[src/rtl/windowed_pid_controller_top_macros.svh]
// assertion macros shared by the controller
`ifndef WINDOWED_PID_CONTROLLER_TOP_MACROS_SVH
`define WINDOWED_PID_CONTROLLER_TOP_MACROS_SVH

// same-cycle implication, quiet while reset is high
`define WPID_ASSERT_NOW(label, clk, rst, cond, expr, msg) \
  label: assert property (@(posedge clk) disable iff (rst) (cond) |-> (expr)) else $error(msg);

// next-cycle implication, quiet while reset is high
`define WPID_ASSERT_NEXT(label, clk, rst, cond, expr, msg) \
  label: assert property (@(posedge clk) disable iff (rst) (cond) |=> (expr)) else $error(msg);

`endif

[src/rtl/wpid_pkg.sv]
// shared types and constants of the windowed pid controller
package wpid_pkg;

  localparam logic [1:0] ST_OK      = 2'd0;
  localparam logic [1:0] ST_FULL    = 2'd1;
  localparam logic [1:0] ST_ZERO_DT = 2'd2;
  localparam logic [1:0] ST_CLEARED = 2'd3;

  localparam int CFG_IDX_W = 3;
  localparam logic [CFG_IDX_W-1:0] REG_OFFSET_K     = 3'd0;
  localparam logic [CFG_IDX_W-1:0] REG_GAIN_P       = 3'd1;
  localparam logic [CFG_IDX_W-1:0] REG_GAIN_I       = 3'd2;
  localparam logic [CFG_IDX_W-1:0] REG_GAIN_D       = 3'd3;
  localparam logic [CFG_IDX_W-1:0] REG_WINDOW_TERMS = 3'd4;
  localparam logic [CFG_IDX_W-1:0] REG_WHOLE        = 3'd5;

  localparam logic [25:0] ABS_MAX = 26'h3FFFFFF;

  // widest window sum for the deepest history, also the serial loop length
  localparam int SUM_W = 33;
  localparam int STEP_W = 6;

  typedef struct packed {
    logic               kind;
    logic signed [15:0] error_sample;
    logic [15:0]        dt_ticks;
  } in_t;

  typedef struct packed {
    logic signed [31:0] command;
    logic [1:0]         status;
    logic [10:0]        history_count;
    logic [25:0]        abs_error_sum;
  } out_t;

  typedef struct packed {
    logic signed [31:0] offset_k;
    logic signed [15:0] gain_p;
    logic signed [15:0] gain_i;
    logic signed [15:0] gain_d;
    logic [10:0]        window_terms;
    logic               whole_history;
  } cfg_t;

  typedef struct packed {
    logic [1:0]              status;
    logic signed [15:0]      e;
    logic signed [15:0]      prev;
    logic [15:0]             dt;
    logic signed [SUM_W-1:0] wsum;
    logic [10:0]             count;
    logic [25:0]             abs_sum;
  } job_t;

endpackage

[src/rtl/wpid_back.sv]
// back end: serial integral multiply and derivative divide, sum, saturate
module wpid_back (
  input  logic           clk,
  input  logic           rst,
  input  wpid_pkg::cfg_t cfg,
  input  logic           job_valid,
  output logic           job_ready,
  input  wpid_pkg::job_t job,
  output logic           out_valid,
  input  logic           out_ready,
  output wpid_pkg::out_t out_data
);

  localparam logic [2:0] S_IDLE = 3'd0;
  localparam logic [2:0] S_PREP = 3'd1;
  localparam logic [2:0] S_LOAD = 3'd2;
  localparam logic [2:0] S_RUN  = 3'd3;
  localparam logic [2:0] S_ADD  = 3'd4;
  localparam logic [2:0] S_SAT  = 3'd5;

  localparam int MW = 2 * wpid_pkg::SUM_W;
  localparam int ACCW = MW + 2;
  localparam logic [wpid_pkg::STEP_W-1:0] LAST_STEP = wpid_pkg::STEP_W'(wpid_pkg::SUM_W - 1);

  logic [2:0]                       state;
  wpid_pkg::job_t                   jb;
  logic signed [31:0]               pp;
  logic signed [32:0]               gd;
  logic signed [32:0]               dnum;
  logic                             dneg;
  logic [32:0]                      quo;
  logic [15:0]                      rem;
  logic signed [MW-1:0]             mcand;
  logic [wpid_pkg::SUM_W-1:0]       mplier;
  logic signed [MW-1:0]             macc;
  logic [wpid_pkg::STEP_W-1:0]      step;
  logic signed [ACCW-1:0]           s1;
  logic signed [ACCW-1:0]           s2;

  logic                             take;
  logic signed [15:0]               gain_p;
  logic signed [15:0]               gain_i;
  logic signed [15:0]               gain_d;
  logic signed [16:0]               dt_s;
  logic signed [16:0]               diff;
  logic signed [31:0]               pp_c;
  logic signed [32:0]               gd_c;
  logic signed [32:0]               dnum_c;
  logic [16:0]                      trial;
  logic                             fits;
  logic signed [33:0]               dq;
  logic signed [ACCW-1:0]           acc;
  logic signed [ACCW-9:0]           scaled;
  logic signed [31:0]               cmd;

  assign gain_p = cfg.gain_p;
  assign gain_i = cfg.gain_i;
  assign gain_d = cfg.gain_d;
  assign dt_s = signed'({1'b0, jb.dt});
  assign diff = 17'(jb.e) - 17'(jb.prev);
  assign pp_c = gain_p * jb.e;
  assign gd_c = gain_i * dt_s;
  assign dnum_c = gain_d * diff;

  // restoring divide step on the magnitude
  assign trial = {rem, quo[32]};
  assign fits = (trial >= {1'b0, jb.dt});

  assign dq = dneg ? (34'sd0 - signed'({1'b0, quo})) : signed'({1'b0, quo});
  assign acc = s1 + s2;
  assign scaled = acc[ACCW-1:8];

  always_comb begin
    if (scaled > (ACCW-8)'(32'sh7FFFFFFF)) begin
      cmd = 32'sh7FFFFFFF;
    end else if (scaled < (ACCW-8)'(-33'sh80000000)) begin
      cmd = -32'sh80000000;
    end else begin
      cmd = scaled[31:0];
    end
  end

  assign job_ready = (state == S_IDLE) && (!out_valid || out_ready);
  assign take = job_valid && job_ready;

  always_ff @(posedge clk) begin
    if (rst) begin
      state <= S_IDLE;
      out_valid <= 1'b0;
    end else begin
      if ((state == S_SAT) || (take && (job.status != wpid_pkg::ST_OK))) begin
        out_valid <= 1'b1;
      end else if (out_valid && out_ready) begin
        out_valid <= 1'b0;
      end
      case (state)
        S_IDLE: begin
          if (take && (job.status == wpid_pkg::ST_OK)) begin
            state <= S_PREP;
          end
        end
        S_PREP: state <= S_LOAD;
        S_LOAD: state <= S_RUN;
        S_RUN: begin
          if (step == LAST_STEP) begin
            state <= S_ADD;
          end
        end
        S_ADD: state <= S_SAT;
        S_SAT: state <= S_IDLE;
        default: state <= S_IDLE;
      endcase
    end
  end

  always_ff @(posedge clk) begin
    case (state)
      S_IDLE: begin
        if (take) begin
          jb <= job;
          out_data.command <= '0;
          out_data.status <= job.status;
          out_data.history_count <= job.count;
          out_data.abs_error_sum <= job.abs_sum;
        end
      end
      S_PREP: begin
        pp <= pp_c;
        gd <= gd_c;
        dnum <= dnum_c;
      end
      S_LOAD: begin
        dneg <= dnum[32];
        quo <= dnum[32] ? (33'd0 - dnum) : dnum;
        rem <= '0;
        mcand <= MW'(gd);
        mplier <= jb.wsum;
        macc <= '0;
        step <= '0;
      end
      S_RUN: begin
        // top multiplier bit carries negative weight
        if (mplier[0]) begin
          macc <= (step == LAST_STEP) ? (macc - mcand) : (macc + mcand);
        end
        mcand <= mcand <<< 1;
        mplier <= mplier >> 1;
        rem <= fits ? 16'(trial - {1'b0, jb.dt}) : trial[15:0];
        quo <= {quo[31:0], fits};
        step <= step + 1'b1;
      end
      S_ADD: begin
        s1 <= (ACCW'(cfg.offset_k) <<< 8) + ACCW'(pp);
        s2 <= ACCW'(macc) + ACCW'(dq);
      end
      S_SAT: begin
        out_data.command <= cmd;
        out_data.status <= jb.status;
        out_data.history_count <= jb.count;
        out_data.abs_error_sum <= jb.abs_sum;
      end
      default: begin
      end
    endcase
  end

endmodule
[config.mk]
export PLATFORM = sky130hd
export DESIGN_NAME = wpid_back
export DESIGN_NICKNAME = d
export VERILOG_FILES = /design/src/rtl/windowed_pid_controller_top_macros.svh /design/src/rtl/wpid_pkg.sv /design/src/rtl/wpid_back.sv
export SDC_FILE = /design/constraint.sdc
export NUM_CORES = 2
export LEC_CHECK = 0
export BUFFER_PORTS_ARGS = -buffer_cell sky130_fd_sc_hd__buf_2
export CAP_MARGIN = 10
export CORE_MARGIN = 3
export CORE_UTILIZATION = 35
export DETAILED_ROUTE_END_ITERATION = 12
export SLEW_MARGIN = 25
export SYNTH_ARGS = -nofsm -noshare
export SYNTH_HDL_FRONTEND = slang
export SYNTH_SLANG_ARGS = --single-unit
[constraint.sdc]
create_clock -name clk -period 12.6 [get_ports clk]
set_clock_uncertainty 0.1 [all_clocks]
set_input_delay 1.26 -clock clk [delete_from_list [all_inputs] [get_ports clk]]
set_output_delay 1.26 -clock clk [all_outputs]
set_load 0.02 [all_outputs]
==> metrics.cfg <==
[critical_path]
crit_path_max_fanout=17
worstSetupPathType=flip-flop to flip-flop
arrival_ps=11050
critPathLaunchType=flip-flop
cpMostUsedCell=fa_1
slowest_delay_ps=770
critPathCaptureType=flip-flop
slowest_stage=edfxtp_1
cp.required_ps=12900

[sta]
fmax_mhz=93.0
period_share=0.853
setup_tns_ps=0
setup_viol=0
min_period_ps=10750
final_max_slew_viol_count=0
rsz0062_at_grt=false
hold_slack_ps=316
tightest_slew_ps=1050
relSlewSlack=0.301
hold_viol=0

[die]
die_h_um=442
die_x_um=442
dieArea_um2=195000
initial_utilization=0.353
fp.coreArea_um2=188000
io_pins=289
fp-row-count=159

[clock_network]
clk_pin_slew_worst_paths_ps=50
cts_hold_buf=0
cts-htree-levels=3
post_cts_buffers=0
cts.sinks=622
cts_root_buffer=clkbuf_16
tritoncts=done
cts_buffer_depth=3
cts_resized=0
clock_latency_ps=700
cts_buffers=78

[global_routing]
grt_pass1_wl_um=272000
grt_pass1_vias=49835
antenna_found_initial=5
grt_usage=0.172
grt_max_degree=155
overflow=0

[place]
dp_cells=9364
dpl.hpwl_um=130000
gp_congestion=0.862
io_buffers=276

[synth]
yosysTopAreaCell=edfxtp_1
syn_nets=8300
synth-main-ff-cell=edfxtp_1
ys_top_cells_by_area=edfxtp_1, fa_1, ha_1
ys_types=114
synth_edf_count=618
synth.yosys.seq_area_share=0.281
netlist_instances=6793
synth_area_um2=66400
ys_warn_count=0
synth_area_per_cell_um2=9.78
async_reset_ff_frac=0
synth_seq_cells=622
yosysTopAreaCellShare=0.279

[detailed_routing]
drt-total-wl_um=168000
drc=0
wire_per_inst_um=17.6
initialDrtViolationCount=3060
dr.pass1.iters=5
dr_total_vias=48084
ant_nets=0
viasPerCell=5.06

[finish]
nets=8458
utilization=0.387
syn_to_final_growth_pct=9.72
fill_cells=18629
stdcell_count=9508
drive_above_1_share=0.0750

[status]
outcome=complete, no violations

[min_path]
hold_class=flip-flop to flip-flop

[run]
cap_violations=0

path summary, 6_finish.rpt:
path | start | to | slack, ps | depth (start not counted)
max | jb[104] | dnum[32] | 1850 | 36
min | pp[2] | s1[2] | 320 | 0
max reg2reg | jb[104] | dnum[32] | 1850 | 36
min reg2reg | pp[2] | s1[2] | 320 | 0
kinds of logic after synthesis:
| logic type | Yosys count | share of synthesized area |
|---|---|---|
| AOI/OAI and AO/OA | 1144 | 0.113 |
| muxes | 3 | 0.000452 |
| adders and majority gates | 1291 | 0.326 |
| DFF | 622 | 0.281 |
| xor gates and xnor gates | 447 | 0.0589 |
| and+or+nand+nor | 2100 | 0.151 |
| buffers and inverters | 1186 | 0.0693 |
metal layers:
layer	routed length, um	vias to the layer above	GRT usage	part of all wire
met5	0	-	0	0
met4	3600	0	0.0422	0.021
met3	7940	214	0.0217	0.047
met2	79800	1065	0.290	0.48
met1	76200	23904	0.234	0.45
li1	-	22901	-	-
state kept, by name, indices dropped and copies added (netlist names):
name	count
mcand	66
out_data	71
gd	33
pp	32
out_valid	1
dneg	1
dnum	33
quo	33
s2	67
rem	16
state	3
mplier	33
dt_s	16
jb	104
step	6
macc	66
s1	41
cell usage in the layout, fill, tap and decap left out, drive strengths merged, types with 59 or more instances in the layout:
cell,n
clkbuf,91
and2,318
nand2,970
nor2b,77
o21ai,231
nand2b,59
inv,958
ha,553
nand3,75
xnor2,274
fa,738
nor2,295
xor2,173
a21o,220
a21oi,322
buf,312
edfxtp,618
critical path: cells and delay by family, from the launching register on:
family                     cells  cell delay [ps]
AOI/OAI and AO/OA             20             4780
xor gates and xnor gates       1              100
adders and majority gates      8             3740
buffers and inverters          3              140
DFF                            1              770
and+or+nand+nor                4              820
cell usage after synthesis, types with 8 or more instances:
master and n:
o21ai_1 9, nor3_1 52, a211o_1 9, fa_1 738, a41oi_1 14, inv_1 952
o21ai_0 221, nor4_1 21, o41ai_1 11, ha_1 553, o31a_1 13, o211ai_1 17
and2_1 316, xor2_1 173, clkbuf_1 206, a21boi_0 17, nand2_1 969, nand3_1 75
nand2b_1 59, edfxtp_1 618, buf_6 9, or3_1 24, a21oi_1 315, nor2_1 295
or4_1 21, a31oi_1 28, xnor2_1 274, nand3b_1 14, nor3b_1 14, or2_2 15
nand4_1 55, a31o_2 10, nor2b_1 77, a221oi_1 8, o21bai_1 41, a221o_1 8
and4_1 13, a21o_1 217, a211oi_1 30, o31ai_1 38, o21a_1 48, and3_1 45
final cells by class:
cell class                      count  area (um^2)  share of cell area
Multi-Input combinational cell   4985        43300               0.594
Sequential cell                   622        18600               0.256
Inverter                          952         3580              0.0492
Tap cell                         2495         3120              0.0428
Clock buffer                       91         2000              0.0274
Timing Repair Buffer              312         1680              0.0230
Clock inverter                     50          563             0.00772
Antenna cell                        1         2.50           0.0000343
stage by stage:
step	area, um^2	setup WS (ps)
after global placement	70300	2140
after detailed placement	70300	1950
after global routing	72900	1080
after floorplan	66400	3200
final	72900	1850
after CTS	72900	1920
Power is not shown: default switching activity piles up to over one toggle a cycle in this logic, so the estimate is an artifact.
