## config.mk

```make
export PLATFORM = sky130hd
export DESIGN_NAME = wpid_queue
export DESIGN_NICKNAME = d
export VERILOG_FILES = /design/src/rtl/windowed_pid_controller_top_macros.svh /design/src/rtl/wpid_pkg.sv /design/src/rtl/wpid_queue.sv
export SDC_FILE = /design/constraint.sdc
export NUM_CORES = 1
export LEC_CHECK = 0
export BUFFER_PORTS_ARGS = -buffer_cell sky130_fd_sc_hd__clkbuf_2
export CORE_MARGIN = 5
export CORE_UTILIZATION = 36
export CTS_BUF_LIST = sky130_fd_sc_hd__clkbuf_16
export CTS_CLUSTER_SIZE = 16
export DETAILED_ROUTE_END_ITERATION = 8
export HOLD_SLACK_MARGIN = 0.15
export PLACE_DENSITY = 0.57
export SYNTH_ARGS = -nofsm -noshare
export SYNTH_HDL_FRONTEND = slang
export SYNTH_SLANG_ARGS = --single-unit
```

## constraint.sdc

```tcl
create_clock -name clk -period 8.45 [get_ports clk]
set_input_delay 1.69 -clock clk [delete_from_list [all_inputs] [get_ports clk]]
set_output_delay 1.69 -clock clk [all_outputs]
set_load 0.05 [all_outputs]
```

## src/rtl/windowed_pid_controller_top_macros.svh

```systemverilog
// assertion macros shared by the controller
`ifndef WINDOWED_PID_CONTROLLER_TOP_MACROS_SVH
`define WINDOWED_PID_CONTROLLER_TOP_MACROS_SVH

// same-cycle implication, quiet while reset is high
`define WPID_ASSERT_NOW(label, clk, rst, cond, expr, msg) \
  label: assert property (@(posedge clk) disable iff (rst) (cond) |-> (expr)) else $error(msg);

// next-cycle implication, quiet while reset is high
`define WPID_ASSERT_NEXT(label, clk, rst, cond, expr, msg) \
  label: assert property (@(posedge clk) disable iff (rst) (cond) |=> (expr)) else $error(msg);

`endif

```

## src/rtl/wpid_pkg.sv

```systemverilog
// shared types and constants of the windowed pid controller
package wpid_pkg;

  localparam logic [1:0] ST_OK      = 2'd0;
  localparam logic [1:0] ST_FULL    = 2'd1;
  localparam logic [1:0] ST_ZERO_DT = 2'd2;
  localparam logic [1:0] ST_CLEARED = 2'd3;

  localparam int CFG_IDX_W = 3;
  localparam logic [CFG_IDX_W-1:0] REG_OFFSET_K     = 3'd0;
  localparam logic [CFG_IDX_W-1:0] REG_GAIN_P       = 3'd1;
  localparam logic [CFG_IDX_W-1:0] REG_GAIN_I       = 3'd2;
  localparam logic [CFG_IDX_W-1:0] REG_GAIN_D       = 3'd3;
  localparam logic [CFG_IDX_W-1:0] REG_WINDOW_TERMS = 3'd4;
  localparam logic [CFG_IDX_W-1:0] REG_WHOLE        = 3'd5;

  localparam logic [25:0] ABS_MAX = 26'h3FFFFFF;

  // widest window sum for the deepest history, also the serial loop length
  localparam int SUM_W = 33;
  localparam int STEP_W = 6;

  typedef struct packed {
    logic               kind;
    logic signed [15:0] error_sample;
    logic [15:0]        dt_ticks;
  } in_t;

  typedef struct packed {
    logic signed [31:0] command;
    logic [1:0]         status;
    logic [10:0]        history_count;
    logic [25:0]        abs_error_sum;
  } out_t;

  typedef struct packed {
    logic signed [31:0] offset_k;
    logic signed [15:0] gain_p;
    logic signed [15:0] gain_i;
    logic signed [15:0] gain_d;
    logic [10:0]        window_terms;
    logic               whole_history;
  } cfg_t;

  typedef struct packed {
    logic [1:0]              status;
    logic signed [15:0]      e;
    logic signed [15:0]      prev;
    logic [15:0]             dt;
    logic signed [SUM_W-1:0] wsum;
    logic [10:0]             count;
    logic [25:0]             abs_sum;
  } job_t;

endpackage

```

## src/rtl/wpid_queue.sv

```systemverilog
// two-entry job queue between front and back
module wpid_queue (
  input  logic           clk,
  input  logic           rst,
  input  logic           push_valid,
  output logic           push_ready,
  input  wpid_pkg::job_t push_job,
  output logic           pop_valid,
  input  logic           pop_ready,
  output wpid_pkg::job_t pop_job
);

  wpid_pkg::job_t entries [2];
  logic           wr_ptr;
  logic           rd_ptr;
  logic [1:0]     fill;
  logic           push;
  logic           pop;

  assign push_ready = (fill != 2'd2);
  assign pop_valid = (fill != 2'd0);
  assign push = push_valid && push_ready;
  assign pop = pop_valid && pop_ready;
  assign pop_job = entries[rd_ptr];

  always_ff @(posedge clk) begin
    if (push) begin
      entries[wr_ptr] <= push_job;
    end
  end

  always_ff @(posedge clk) begin
    if (rst) begin
      wr_ptr <= 1'b0;
      rd_ptr <= 1'b0;
      fill <= 2'd0;
    end else begin
      if (push) begin
        wr_ptr <= !wr_ptr;
      end
      if (pop) begin
        rd_ptr <= !rd_ptr;
      end
      if (push && !pop) begin
        fill <= fill + 2'd1;
      end else if (pop && !push) begin
        fill <= fill - 2'd1;
      end
    end
  end

endmodule

```

==> results of run 1 <==
[cell type report]
cell class / instances / area [sq um] / area share (%)
sequential: 245 / 7311 / 64.54
multi-input combinational: 138 / 1475 / 13.02
timing repair buffer: 248 / 1249 / 11.02
clock buffer: 26 / 650.6 / 5.744
tap: 324 / 405.4 / 3.579
clock inverter: 20 / 230.2 / 2.032
inverter: 1 / 6.256 / 0.05523
[logic make-up after synthesis]
group	Yosys count	synth area share, %
muxes	120	15.16
and+or+nand+nor	9	0.5619
buffers and inverters	14	1.502
adders and majority gates	1	0.1404
AOI/OAI and AO/OA	5	0.3370
xor gates and xnor gates	3	0.2949
DFF	245	82.00
[Yosys cell counts (2+ instances only)]
cell type,instances,area [sq um]
nor2_1,3,11.26
mux2_2,120,1351
o21ai_0,2,10.01
buf_2,2,10.01
xor2_1,3,26.28
buf_6,10,112.6
dfxtp_1,5,100.1
edfxtp_1,240,7207
a21oi_1,2,10.01
[worst reg2reg max path: cells and delay by family, from the launching register on]
| family | cells | cell delay (ns) |
|---|---|---|
| AND/OR/NAND/NOR | 2 | 0.99 |
| flip-flops | 1 | 0.41 |
| buffers and inverters | 1 | 0.86 |
[per-layer routing]
layer,wire length (um),vias up,global-route usage [%]
met3,1548,34,4.196
li1,-,2111,-
met4,327,2,3.070
met5,11,-,0
met1,7082,2277,15.20
met2,9007,161,20.94
[power breakdown]
group / switching, mW / internal (mW)
combinational: 0.951 / 0.344
sequential: 0.0732 / 1.52
clock: 0.440 / 0.710
total: 1.46 / 2.58
[registers in the layout, summed over array words and instances, names as in the netlist, named ones only]
name     count
entries    240
fill         2
rd_ptr       1
wr_ptr       1
[through the flow]
| stage | hold slack, ns | std cells |
|---|---|---|
| after CTS | 0.5128 | 1002 |
| after detailed placement | 0.4928 | 956 |
| after global placement | 0.4844 | 956 |
| after floorplan | 0.4705 | 397 |
| after global routing | 0.5408 | 1002 |
| final | 0.5045 | 1002 |
[how the worst max path moves through the flow]
stage,from,endpoint,slack [ns],cells after the start
after floorplan,push_valid,entries[1][0],3.45,1
after global placement,register,pop_job[111],4.34,3
after detailed placement,register,pop_job[111],4.29,3
after CTS,register,pop_job[111],3.71,3
after global routing,register,pop_job[111],3.61,3
final,register,pop_job[111],3.80,3
[layout by cell type (no fill, tap or decap), types with 2 or more instances in the layout]
cell        instances
dfxtp_1             4
xor2_1              3
clkinv_1            6
bufinv_16           5
clkbuf_2          245
buf_4               3
nor2_1              3
clkinv_2            3
inv_1               3
edfxtp_1          240
o21ai_0             2
clkbuf_16          26
a21oi_1             2
mux2_2            120
clkinvlp_4          2
==> out/qor.yml, run 1 <==
status: "finished clean"
die-area_sq_mm: 0.02800
r2r-start: "fill[0]"
critPathTopFamily: "buffers and inverters"
min_path_cells: 2
dp_slack_ns: 4.286
grt_max_degree: 65
cpMaxStageDelayCell: "dfxtp_4"
ys_types: 19
hp-start: "rd_ptr"
worst_pin_slew_ns: 0.8990
syn-num-nets: 522
syn_to_final_growth_pct: 27.11
cts_buffers: 26
pwr_density_cell_mw_per_mm2: 356.7
setup_ws_ns: 3.801
netlist_area_sq_mm: 0.008911
cts-root-buf: "clkbuf_16"
rsz0062_at_grt: "no"
setup.worst_path.end_class: "primary output"
first_global_vias: 5123
peakVddDrop_mv: 0.2133
path_cells: "buf_4 -> mux2_2 -> clkbuf_2"
final-setup-viol-count: 0
synthCells: 397
crit_required_ns: 6.76
final_nets: 785
io_pins: 246
dr.pass1.iters: 4
reg2reg_to: "entries[1][113]"
worst-path-buf-inv: 2
finalMaxSlewViolations: 0
cp_max_fo: 62
power_mw: 4.040
postRouteAntennaNets: 0
gp_congestion: 0.6957
cts_buffer_depth: 3
die_h_um: 167.3
max-slew-margin-rel_pct: 40.07
maxCapViolations: 0
hold_path.class: "register to register"
ys_warn_count: 0
grt_pass1_wl_um: 27740
clock-sinks: 245
row_count: 57
place_area_sq_mm: 0.01045
path_clk_slew_ns: 0.06
viasPerCell: 4.576
final_core_util_pct: 46.58
max_freq_mhz: 215.1
postCtsResizedCells: 0
reg2reg_setup_slack_ns: 5.75
diodes: 0
initial_utilization_pct: 36.64
finClkSkew_ns: 0.01508
via_count: 4585
antenna_found_initial: 1
layout_min_cycle_time_ns: 4.649
async_flop_share_pct: 0
drc: 0
hold_violations: 0
grt_overflow_total: 0
worst_ep_arrival_time_ns: 2.96
avgSynthCellArea_sq_um: 22.45
critical_path.max_stage_delay_ns: 0.84
min_to: "rd_ptr"
core_area_sq_mm: 0.02432
drt_iter0_markers: 244
clock_latency_ns: 0.52
wire_per_inst_um: 17.94
final.setup.tns_ns: 0
synth_edf_count: 240
totalWireLength_um: 17980
rr_worst_depth: 3
fin_area_sq_mm: 0.01133
fin_crit_sh_pct: 55.01
fillers: 2110
drive_above_1_share_pct: 60.47
startpoint_type: "register"
cts_setup_buffers: 0
numPortBuffers: 245
grt.total_usage_pct: 12.31
leakage_nw: 4.246
crit_type: "register to primary output"
dpl.hpwl_um: 11950
ys_seq_area_share_pct: 82.00
cts_max_level: 1
cts-hold-fix-buffers: 0
cts_tree: "yes"
ys_seq_elements: 245
synthFlopType: "edfxtp_1"
die_w_um: 167.3
Power figures use the tool's default switching activity.
==> inputs of run 2 (changes only) <==
--- a/config.mk
+++ b/config.mk
@@ -5,6 +5,7 @@
 export SDC_FILE = /design/constraint.sdc
 export NUM_CORES = 1
 export LEC_CHECK = 0
+export ABC_AREA = 1
 export BUFFER_PORTS_ARGS = -buffer_cell sky130_fd_sc_hd__clkbuf_2
 export CORE_MARGIN = 5
 export CORE_UTILIZATION = 36
@@ -12,7 +13,7 @@
 export CTS_CLUSTER_SIZE = 16
 export DETAILED_ROUTE_END_ITERATION = 8
 export HOLD_SLACK_MARGIN = 0.15
-export PLACE_DENSITY = 0.57
+export PLACE_DENSITY = 0.59
 export SYNTH_ARGS = -nofsm -noshare
 export SYNTH_HDL_FRONTEND = slang
 export SYNTH_SLANG_ARGS = --single-unit
==> constraint.sdc (replaced) <==
create_clock -name clk -period 3.8 [get_ports clk]
set_input_delay 0.76 -clock clk [delete_from_list [all_inputs] [get_ports clk]]
set_output_delay 0.76 -clock clk [all_outputs]
set_load 0.05 [all_outputs]
==> run 2 against run 1 <==
Compared with the run above: synthesized cell count is 3.3% higher; combinational power grew 110%; total power is 120% higher; non-clock buffer count grew 3; sequential power rose by 120%; largest power group unchanged.
==> out/qor.yml, run 2 <==
status: "finished clean"  # unchanged
ys_seq_elements: 245  # unchanged
cpMaxStageDelayCell: "dfxtp_4"  # unchanged
critPathTopFamily: "flip-flops"  # was buffers and inverters
synth_xor_area_share_pct: 0  # was 0.2949%
final_common_cell: "clkbuf_2"  # unchanged
cp_max_fo: 42  # was 62
dp_slack_ns: 1.281  # was 4.286 ns
synth_edf_count: 240  # unchanged
most-common-layout-cells: "245 x clkbuf_2, 240 x edfxtp_1, 120 x mux2_2"  # unchanged
ys_seq_area_share_pct: 81.82  # was 82.00%
fin_hold_ws_ns: 0.4341  # was 0.5045 ns
ys_warn_count: 0  # unchanged
avgSynthCellArea_sq_um: 21.78  # was 22.45 sq um
wire_per_inst_um: 17.72  # was 17.94 um
die-area_sq_mm: 0.02806  # was 0.02800 sq mm
cts_buffers: 26  # unchanged
die_w_um: 167.5  # was 167.3 um
clock-sinks: 245  # unchanged
cts-hold-fix-buffers: 0  # unchanged
cts_tree: "yes"  # unchanged
worst_ep_arrival_time_ns: 2.24  # was 2.96 ns
cts-root-buf: "clkbuf_16"  # unchanged
synthMuxAreaShare_pct: 15.13  # was 15.16%
synth-compound-area-share_pct: 0.2242  # was 0.3370%
synth_top_area_share_pct: 80.69  # was 80.88%
numPortBuffers: 245  # unchanged
finClkSkew_ns: 0.005933  # was 0.01508 ns
first_global_vias: 5186  # was 5123
grt_pass1_wl_um: 28070  # was 27740 um
syn-num-nets: 535  # was 522
finalMaxSlewViolations: 0  # unchanged
max-slew-margin-rel_pct: 39.03  # was 40.07%
maxCapViolations: 0  # unchanged
via_count: 4593  # was 4585
max_freq_mhz: 332.8
initial_utilization_pct: 36.62  # was 36.64%
worst-path-buf-inv: 2  # unchanged
crit_required_ns: 3.04  # was 6.76 ns
fin_crit_sh_pct: 79.07
drt_iter0_markers: 245  # was 244
final_nets: 801  # was 785
reg2reg_to: "entries[1][117]"  # was entries[1][113]
drive_above_1_share_pct: 58.91  # was 60.47%
viasPerCell: 4.503  # was 4.576
hp-start: "push_job[53]"  # was rd_ptr
path_clk_slew_ns: 0.06  # about the same
largest_reg_flops: 240  # unchanged
cts_setup_buffers: 0  # unchanged
dp_cells: 972  # was 956
totalWireLength_um: 18070  # was 17980 um
largest_registers: "entries x240, fill x2"  # unchanged
postRouteAntennaNets: 0  # unchanged
gp_congestion: 0.7669  # was 0.6957
synth_top_family_by_area: "multiplexers"  # unchanged
dpl.hpwl_um: 12080  # was 11950 um
antenna_found_initial: 0  # was 1
async_flop_share_pct: 0  # unchanged
die_h_um: 167.5  # was 167.3 um
setup_ws_ns: 0.7952  # was 3.801 ns
ys_types: 13  # was 19
dr.pass1.iters: 4  # unchanged
final_core_util_pct: 46.59  # was 46.58%
grt_overflow_total: 0  # unchanged
synthCells: 410  # was 397
final-setup-viol-count: 0  # unchanged
leakage_nw: 4.298  # was 4.246 nW
hold_violations: 0  # unchanged
cts_buffer_depth: 3  # unchanged
rsz0062_at_grt: "no"  # unchanged
core_area_sq_mm: 0.02439  # was 0.02432 sq mm
syn_to_final_growth_pct: 27.25  # was 27.11%
diodes: 0  # unchanged
clock_latency_ns: 0.51  # was 0.52 ns
grt_max_degree: 66  # was 65
synthSimpleGateAreaFrac_pct: 0.8546  # was 0.5616%
layout_min_cycle_time_ns: 3.005
fin_cells: 1020  # was 1002
rr_worst_depth: 5  # was 3
reg2reg_setup_slack_ns: 1.81  # was 5.75 ns
synthFlopType: "edfxtp_1"  # unchanged
yosys.cell_count.top_type: "edfxtp_1"  # unchanged
critical_path.max_stage_delay_ns: 0.76  # was 0.84 ns
path_cells: "buf_12 -> mux2_2 -> clkbuf_2"  # was buf_4 -> mux2_2 -> clkbuf_2
hold_path.class: "input port to register"  # was register to register
row_count: 57  # unchanged
synth-adder-area-share_pct: 0.1401  # was 0.1404%
synth_top_cells_by_count: "240 x edfxtp_1, 120 x mux2_2, 11 x buf_6"  # was 240 x edfxtp_1, 120 x mux2_2, 10 x buf_6
crit_type: "register to primary output"  # unchanged
peakVddDrop_mv: 0.4601  # was 0.2133 mV
min_to: "entries[0][53]"  # was rd_ptr
netlist_area_sq_mm: 0.008931  # was 0.008911 sq mm
drc: 0  # unchanged
synthTopCellsByArea: "edfxtp_1 81%, mux2_2 15%, buf_6 1.4%, dfxtp_1 1.1%, nand2_1 0.38%"  # was edfxtp_1 81%, mux2_2 15%, buf_6 1.3%, dfxtp_1 1.1%, xor2_1 0.29%
pwr_density_cell_mw_per_mm2: 767.4  # was 356.7 mW/mm^2
io_pins: 246  # unchanged
grt.total_usage_pct: 12.37  # was 12.31%
min_path_cells: 1  # was 2
worst_pin_slew_ns: 0.9146  # was 0.8990 ns
synth_area_leader_cell: "edfxtp_1"  # unchanged
largest_register: "entries"  # unchanged
cts_max_level: 1  # unchanged
startpoint_type: "register"  # unchanged
setup.worst_path.end_class: "primary output"  # unchanged
r2r-start: "fill[0]"  # unchanged
final.setup.tns_ns: 0  # unchanged
postCtsResizedCells: 0  # unchanged
## run 2: cell types whose count changed after synthesis, sizes merged, moves of 2 or more
cell   previous run  this run
nand2             0         9
nor2              3         7
nand3             0         2
xor2              3         0
inv               1         8
## run 2: per-stage QoR
stage               power, mW  instance area, sq um
finish                  8.722                 11360
global route            9.097                 11360
CTS                     8.864                 11360
detailed placement      6.374                 10520
global placement        6.325                 10520
floorplan               5.769                  8936
## run 2: logic make-up (layout without fill, tap and decap cells)
group                    Yosys count  in the layout
AND/OR/NAND/NOR                   19             19
flip-flops                       245            245
AO/OA/AOI/OAI                      4              4
adder cells (fa/ha/maj)            1              1
multiplexers                     120            120
buffers and inverters             21            307
## run 2: where the power goes
part	internal (mW)	switching (mW)	leakage, nW	total (mW)
logic	0.706	2.01	1.59	2.72
registers	3.42	0.131	2.28	3.55
clock network	1.48	0.969	0.433	2.45
## run 2: worst max path at each step
stage / start / endpoint / slack (ns) / depth (start not counted)
floorplan: fill[0] / entries[0][0] / -0.74 / 4
global placement: register / pop_job[2] / 1.30 / 3
detailed placement: register / pop_job[3] / 1.28 / 3
CTS: register / pop_job[3] / 0.73 / 3
global route: register / pop_job[7] / 0.65 / 3
finish: register / pop_job[7] / 0.80 / 3
## run 2: cell type report
class	instances	area, sq um
repair buffers	251	1296
inverters	8	30.03
clock inverters	21	171.4
multi-input cells	144	1475
flip-flops and latches	245	7311
clock buffers	27	675.6
fillers	2127	13030
well taps	324	405.4
## run 2: routing by layer
layer | global-route usage [%] | vias to the layer above | wire length [um]
li1 | - | 2142 | -
met1 | 14.63 | 2260 | 7098
met2 | 22.21 | 159 | 9267
met3 | 3.512 | 32 | 1332
met4 | 3.282 | 0 | 372
met5 | 0 | - | 0
## run 2: worst reg2reg max path, cell delays in order (launching register included)
cell	delay (ns)
dfxtp_1	0.33
inv_1	0.09
nand2_1	0.12
nand2_1	0.18
nor2_4	0.13
buf_4	0.71
==> inputs of run 3 (changes only) <==
==> constraint.sdc (replaced) <==
create_clock -name clk -period 2.5 [get_ports clk]
set_input_delay 0.5 -clock clk [delete_from_list [all_inputs] [get_ports clk]]
set_output_delay 0.5 -clock clk [all_outputs]
set_load 0.05 [all_outputs]
==> run 3 against run 2 <==
Compared with the run above: hold slack got worse by 0.25 ns; global-route usage grew 0.11 points; flip-flop and latch count unchanged; die area stayed put; cell count increased by 0.49%; clock power rose by 31%; via count rose by 0.91%; non-clock buffer count up 9; clock skew is essentially flat.
==> out/qor.yml, run 3 (same netlist as run 2, synthesis figures left out) <==
syn_to_final_growth_pct: 27.46  # was 27.25%
grt_use_met3_pct: 3.607  # was 3.512%
cts_tree: "yes"  # unchanged
dp_cells: 973  # was 972
largest_reg_flops: 240  # unchanged
p_sw_mw: 4.688  # was 3.112 mW
worst_ep_arrival_time_ns: 1.82  # was 2.24 ns
path_clk_slew_ns: 0.06  # about the same
final_common_cell: "clkbuf_2"  # unchanged
crit_required_ns: 2.00  # was 3.04 ns
hold_violations: 0  # unchanged
numPortBuffers: 245  # unchanged
final_nets: 809  # was 801
leakage_nw: 4.303  # was 4.298 nW
setup.worst_path.end_class: "primary output"  # unchanged
rsz0062_at_grt: "no"  # unchanged
grt_pass1_wl_um: 27930  # was 28070 um
grt.total_usage_pct: 12.49  # was 12.37%
drt_iter0_markers: 199  # was 245
max_freq_mhz: 430.1
maxCapViolations: 0  # unchanged
cts_buffers: 25  # was 26
totalWireLength_um: 18030  # was 18070 um
die-area_sq_mm: 0.02806  # unchanged
most-common-layout-cells: "245 x clkbuf_2, 240 x edfxtp_1, 120 x mux2_2"  # unchanged
largest_register: "entries"  # unchanged
peakVddDrop_mv: 0.6246  # was 0.4601 mV
largest_registers: "entries x240, fill x2"  # unchanged
cts_setup_buffers: 0  # unchanged
drc: 0  # unchanged
worst_pin_slew_ns: 0.5817  # was 0.9146 ns
pwr-share-clk_pct: 24.9  # was 28.1%
fin_crit_sh_pct: 92.99
initial_utilization_pct: 36.62  # unchanged
cp_max_fo: 48  # was 42
register_area_sq_mm: 0.007312  # was 0.007311 sq mm
hold_path.class: "input port to register"  # unchanged
finalMaxSlewViolations: 0  # unchanged
postCtsResizedCells: 0  # unchanged
power.internal_mw: 8.122  # was 5.610 mW
status: "finished clean"  # unchanged
worst-path-buf-inv: 2  # unchanged
dr.pass1.iters: 4  # unchanged
clock_latency_ns: 0.51  # about the same
max-slew-margin-rel_pct: 61.22  # was 39.03%
setup_ws_ns: 0.1752  # was 0.7952 ns
use_met2_pct: 21.96  # was 22.21%
seqPwrFrac_pct: 41.7  # was 40.7%
cts_buffer_depth: 3  # unchanged
layout_min_cycle_time_ns: 2.325
met1_usage_pct: 14.77  # was 14.63%
final_core_util_pct: 46.67  # was 46.59%
crit_type: "register to primary output"  # unchanged
die_h_um: 167.5  # unchanged
cts_max_level: 1  # unchanged
top_usage_layer: "met2"  # unchanged
cpMaxStageDelayCell: "dfxtp_4"  # unchanged
pwr_density_cell_mw_per_mm2: 1125  # was 767.4 mW/mm^2
wire_per_inst_um: 17.59  # was 17.72 um
swShare_pct: 36.60  # was 35.68%
critPathTopFamily: "buffers and inverters"  # was flip-flops
final-setup-viol-count: 0  # unchanged
fillers: 2176  # was 2127
grt_overflow_total: 0  # unchanged
drive_above_1_share_pct: 58.43  # was 58.91%
io_pins: 246  # unchanged
gp_congestion: 0.7547  # was 0.7669
core_area_sq_mm: 0.02439  # unchanged
dpl.hpwl_um: 12360  # was 12080 um
startpoint_type: "register"  # unchanged
power_mw: 12.81  # was 8.722 mW
finClkSkew_ns: 0.005955  # was 0.005933 ns
via_count: 4635  # was 4593
viasPerCell: 4.522  # was 4.503
critical_path.max_stage_delay_ns: 0.39  # was 0.76 ns
die_w_um: 167.5  # unchanged
postRouteAntennaNets: 0  # unchanged
power_frac_comb_pct: 33.4  # was 31.2%
row_count: 57  # unchanged
first_global_vias: 5166  # was 5186
path_cells: "buf_12 -> mux2_2 -> clkbuf_2"  # unchanged
clock-sinks: 245  # unchanged
multiInputGateArea_sq_mm: 0.001508  # was 0.001475 sq mm
fin_cells: 1025  # was 1020
dp_slack_ns: 0.6842  # was 1.281 ns
antenna_found_initial: 2  # was 0
grt_max_degree: 97  # was 66
cts-root-buf: "clkbuf_16"  # unchanged
run 3: changes by cell type in the layout (fill, tap and decap cells not counted), sizes merged:
cell | previous run | this run
buf | 6 | 7
inv | 13 | 18
clkinv | 12 | 7
dlygate4sd3 | 0 | 8
diode | 0 | 1
clkbuf | 272 | 270
bufinv | 3 | 0
run 3: metal layers:
metal	wire length [um]	up-vias	part of all wire, %
li1	-	2162	-
met1	6788	2276	38
met2	9357	158	52
met3	1379	37	7.6
met4	500	2	2.8
met5	7	-	0.039
run 3: layout make-up:
cell class	count	share of cell area (%)
repair buffers	260	12.49
clock inverters	18	0.6705
well taps	324	3.561
diodes	1	0.02198
clock buffers	25	5.496
inverters	8	0.2858
multi-input cells	144	13.24
flip-flops and latches	245	64.23
run 3: final timing paths:
check,start,to,slack [ns],cells after the start
hold reg to reg,rd_ptr,rd_ptr,0.54,2
hold / removal,push_job[101],entries[0][101],0.18,1
setup / recovery,register,pop_job[48],0.18,3
setup reg to reg,fill[0],entries[0][15],0.91,5
run 3: power by group through the flow:
stage / Clock [mW] / Sequential [mW] / Combinational, mW
final: 3.20 / 5.34 / 4.28
after detailed placement: 0 / 5.43 / 4.34
after floorplan: 0 / 5.40 / 3.39
after CTS: 3.33 / 5.35 / 4.35
after global placement: 0 / 5.40 / 4.29
after global routing: 3.54 / 5.38 / 4.50
run 3: what timing repair did:
action                                 CTS  global route
hold buffers                             2             6
endpoints found under the hold margin    4            12
setup endpoints to repair                0             0
run 3: worst reg2reg max path, stage by stage, from the launching register on:
cell	delay [ns]
dfxtp_2	0.35
inv_4	0.06
nand2_8	0.08
nand2_8	0.06
nor2_4	0.14
buf_12	0.42
run 3: through the flow:
| step | setup TNS, ns | area (sq um) | hold WS [ns] |
|---|---|---|---|
| final | 0 | 11380 | 0.1837 |
| after global routing | 0 | 11380 | 0.1503 |
| after CTS | 0 | 11320 | 0.1503 |
| after detailed placement | 0 | 10600 | 0.5183 |
| after global placement | 0 | 10600 | 0.4866 |
| after floorplan | -66.60 | 8982 | 0.4645 |
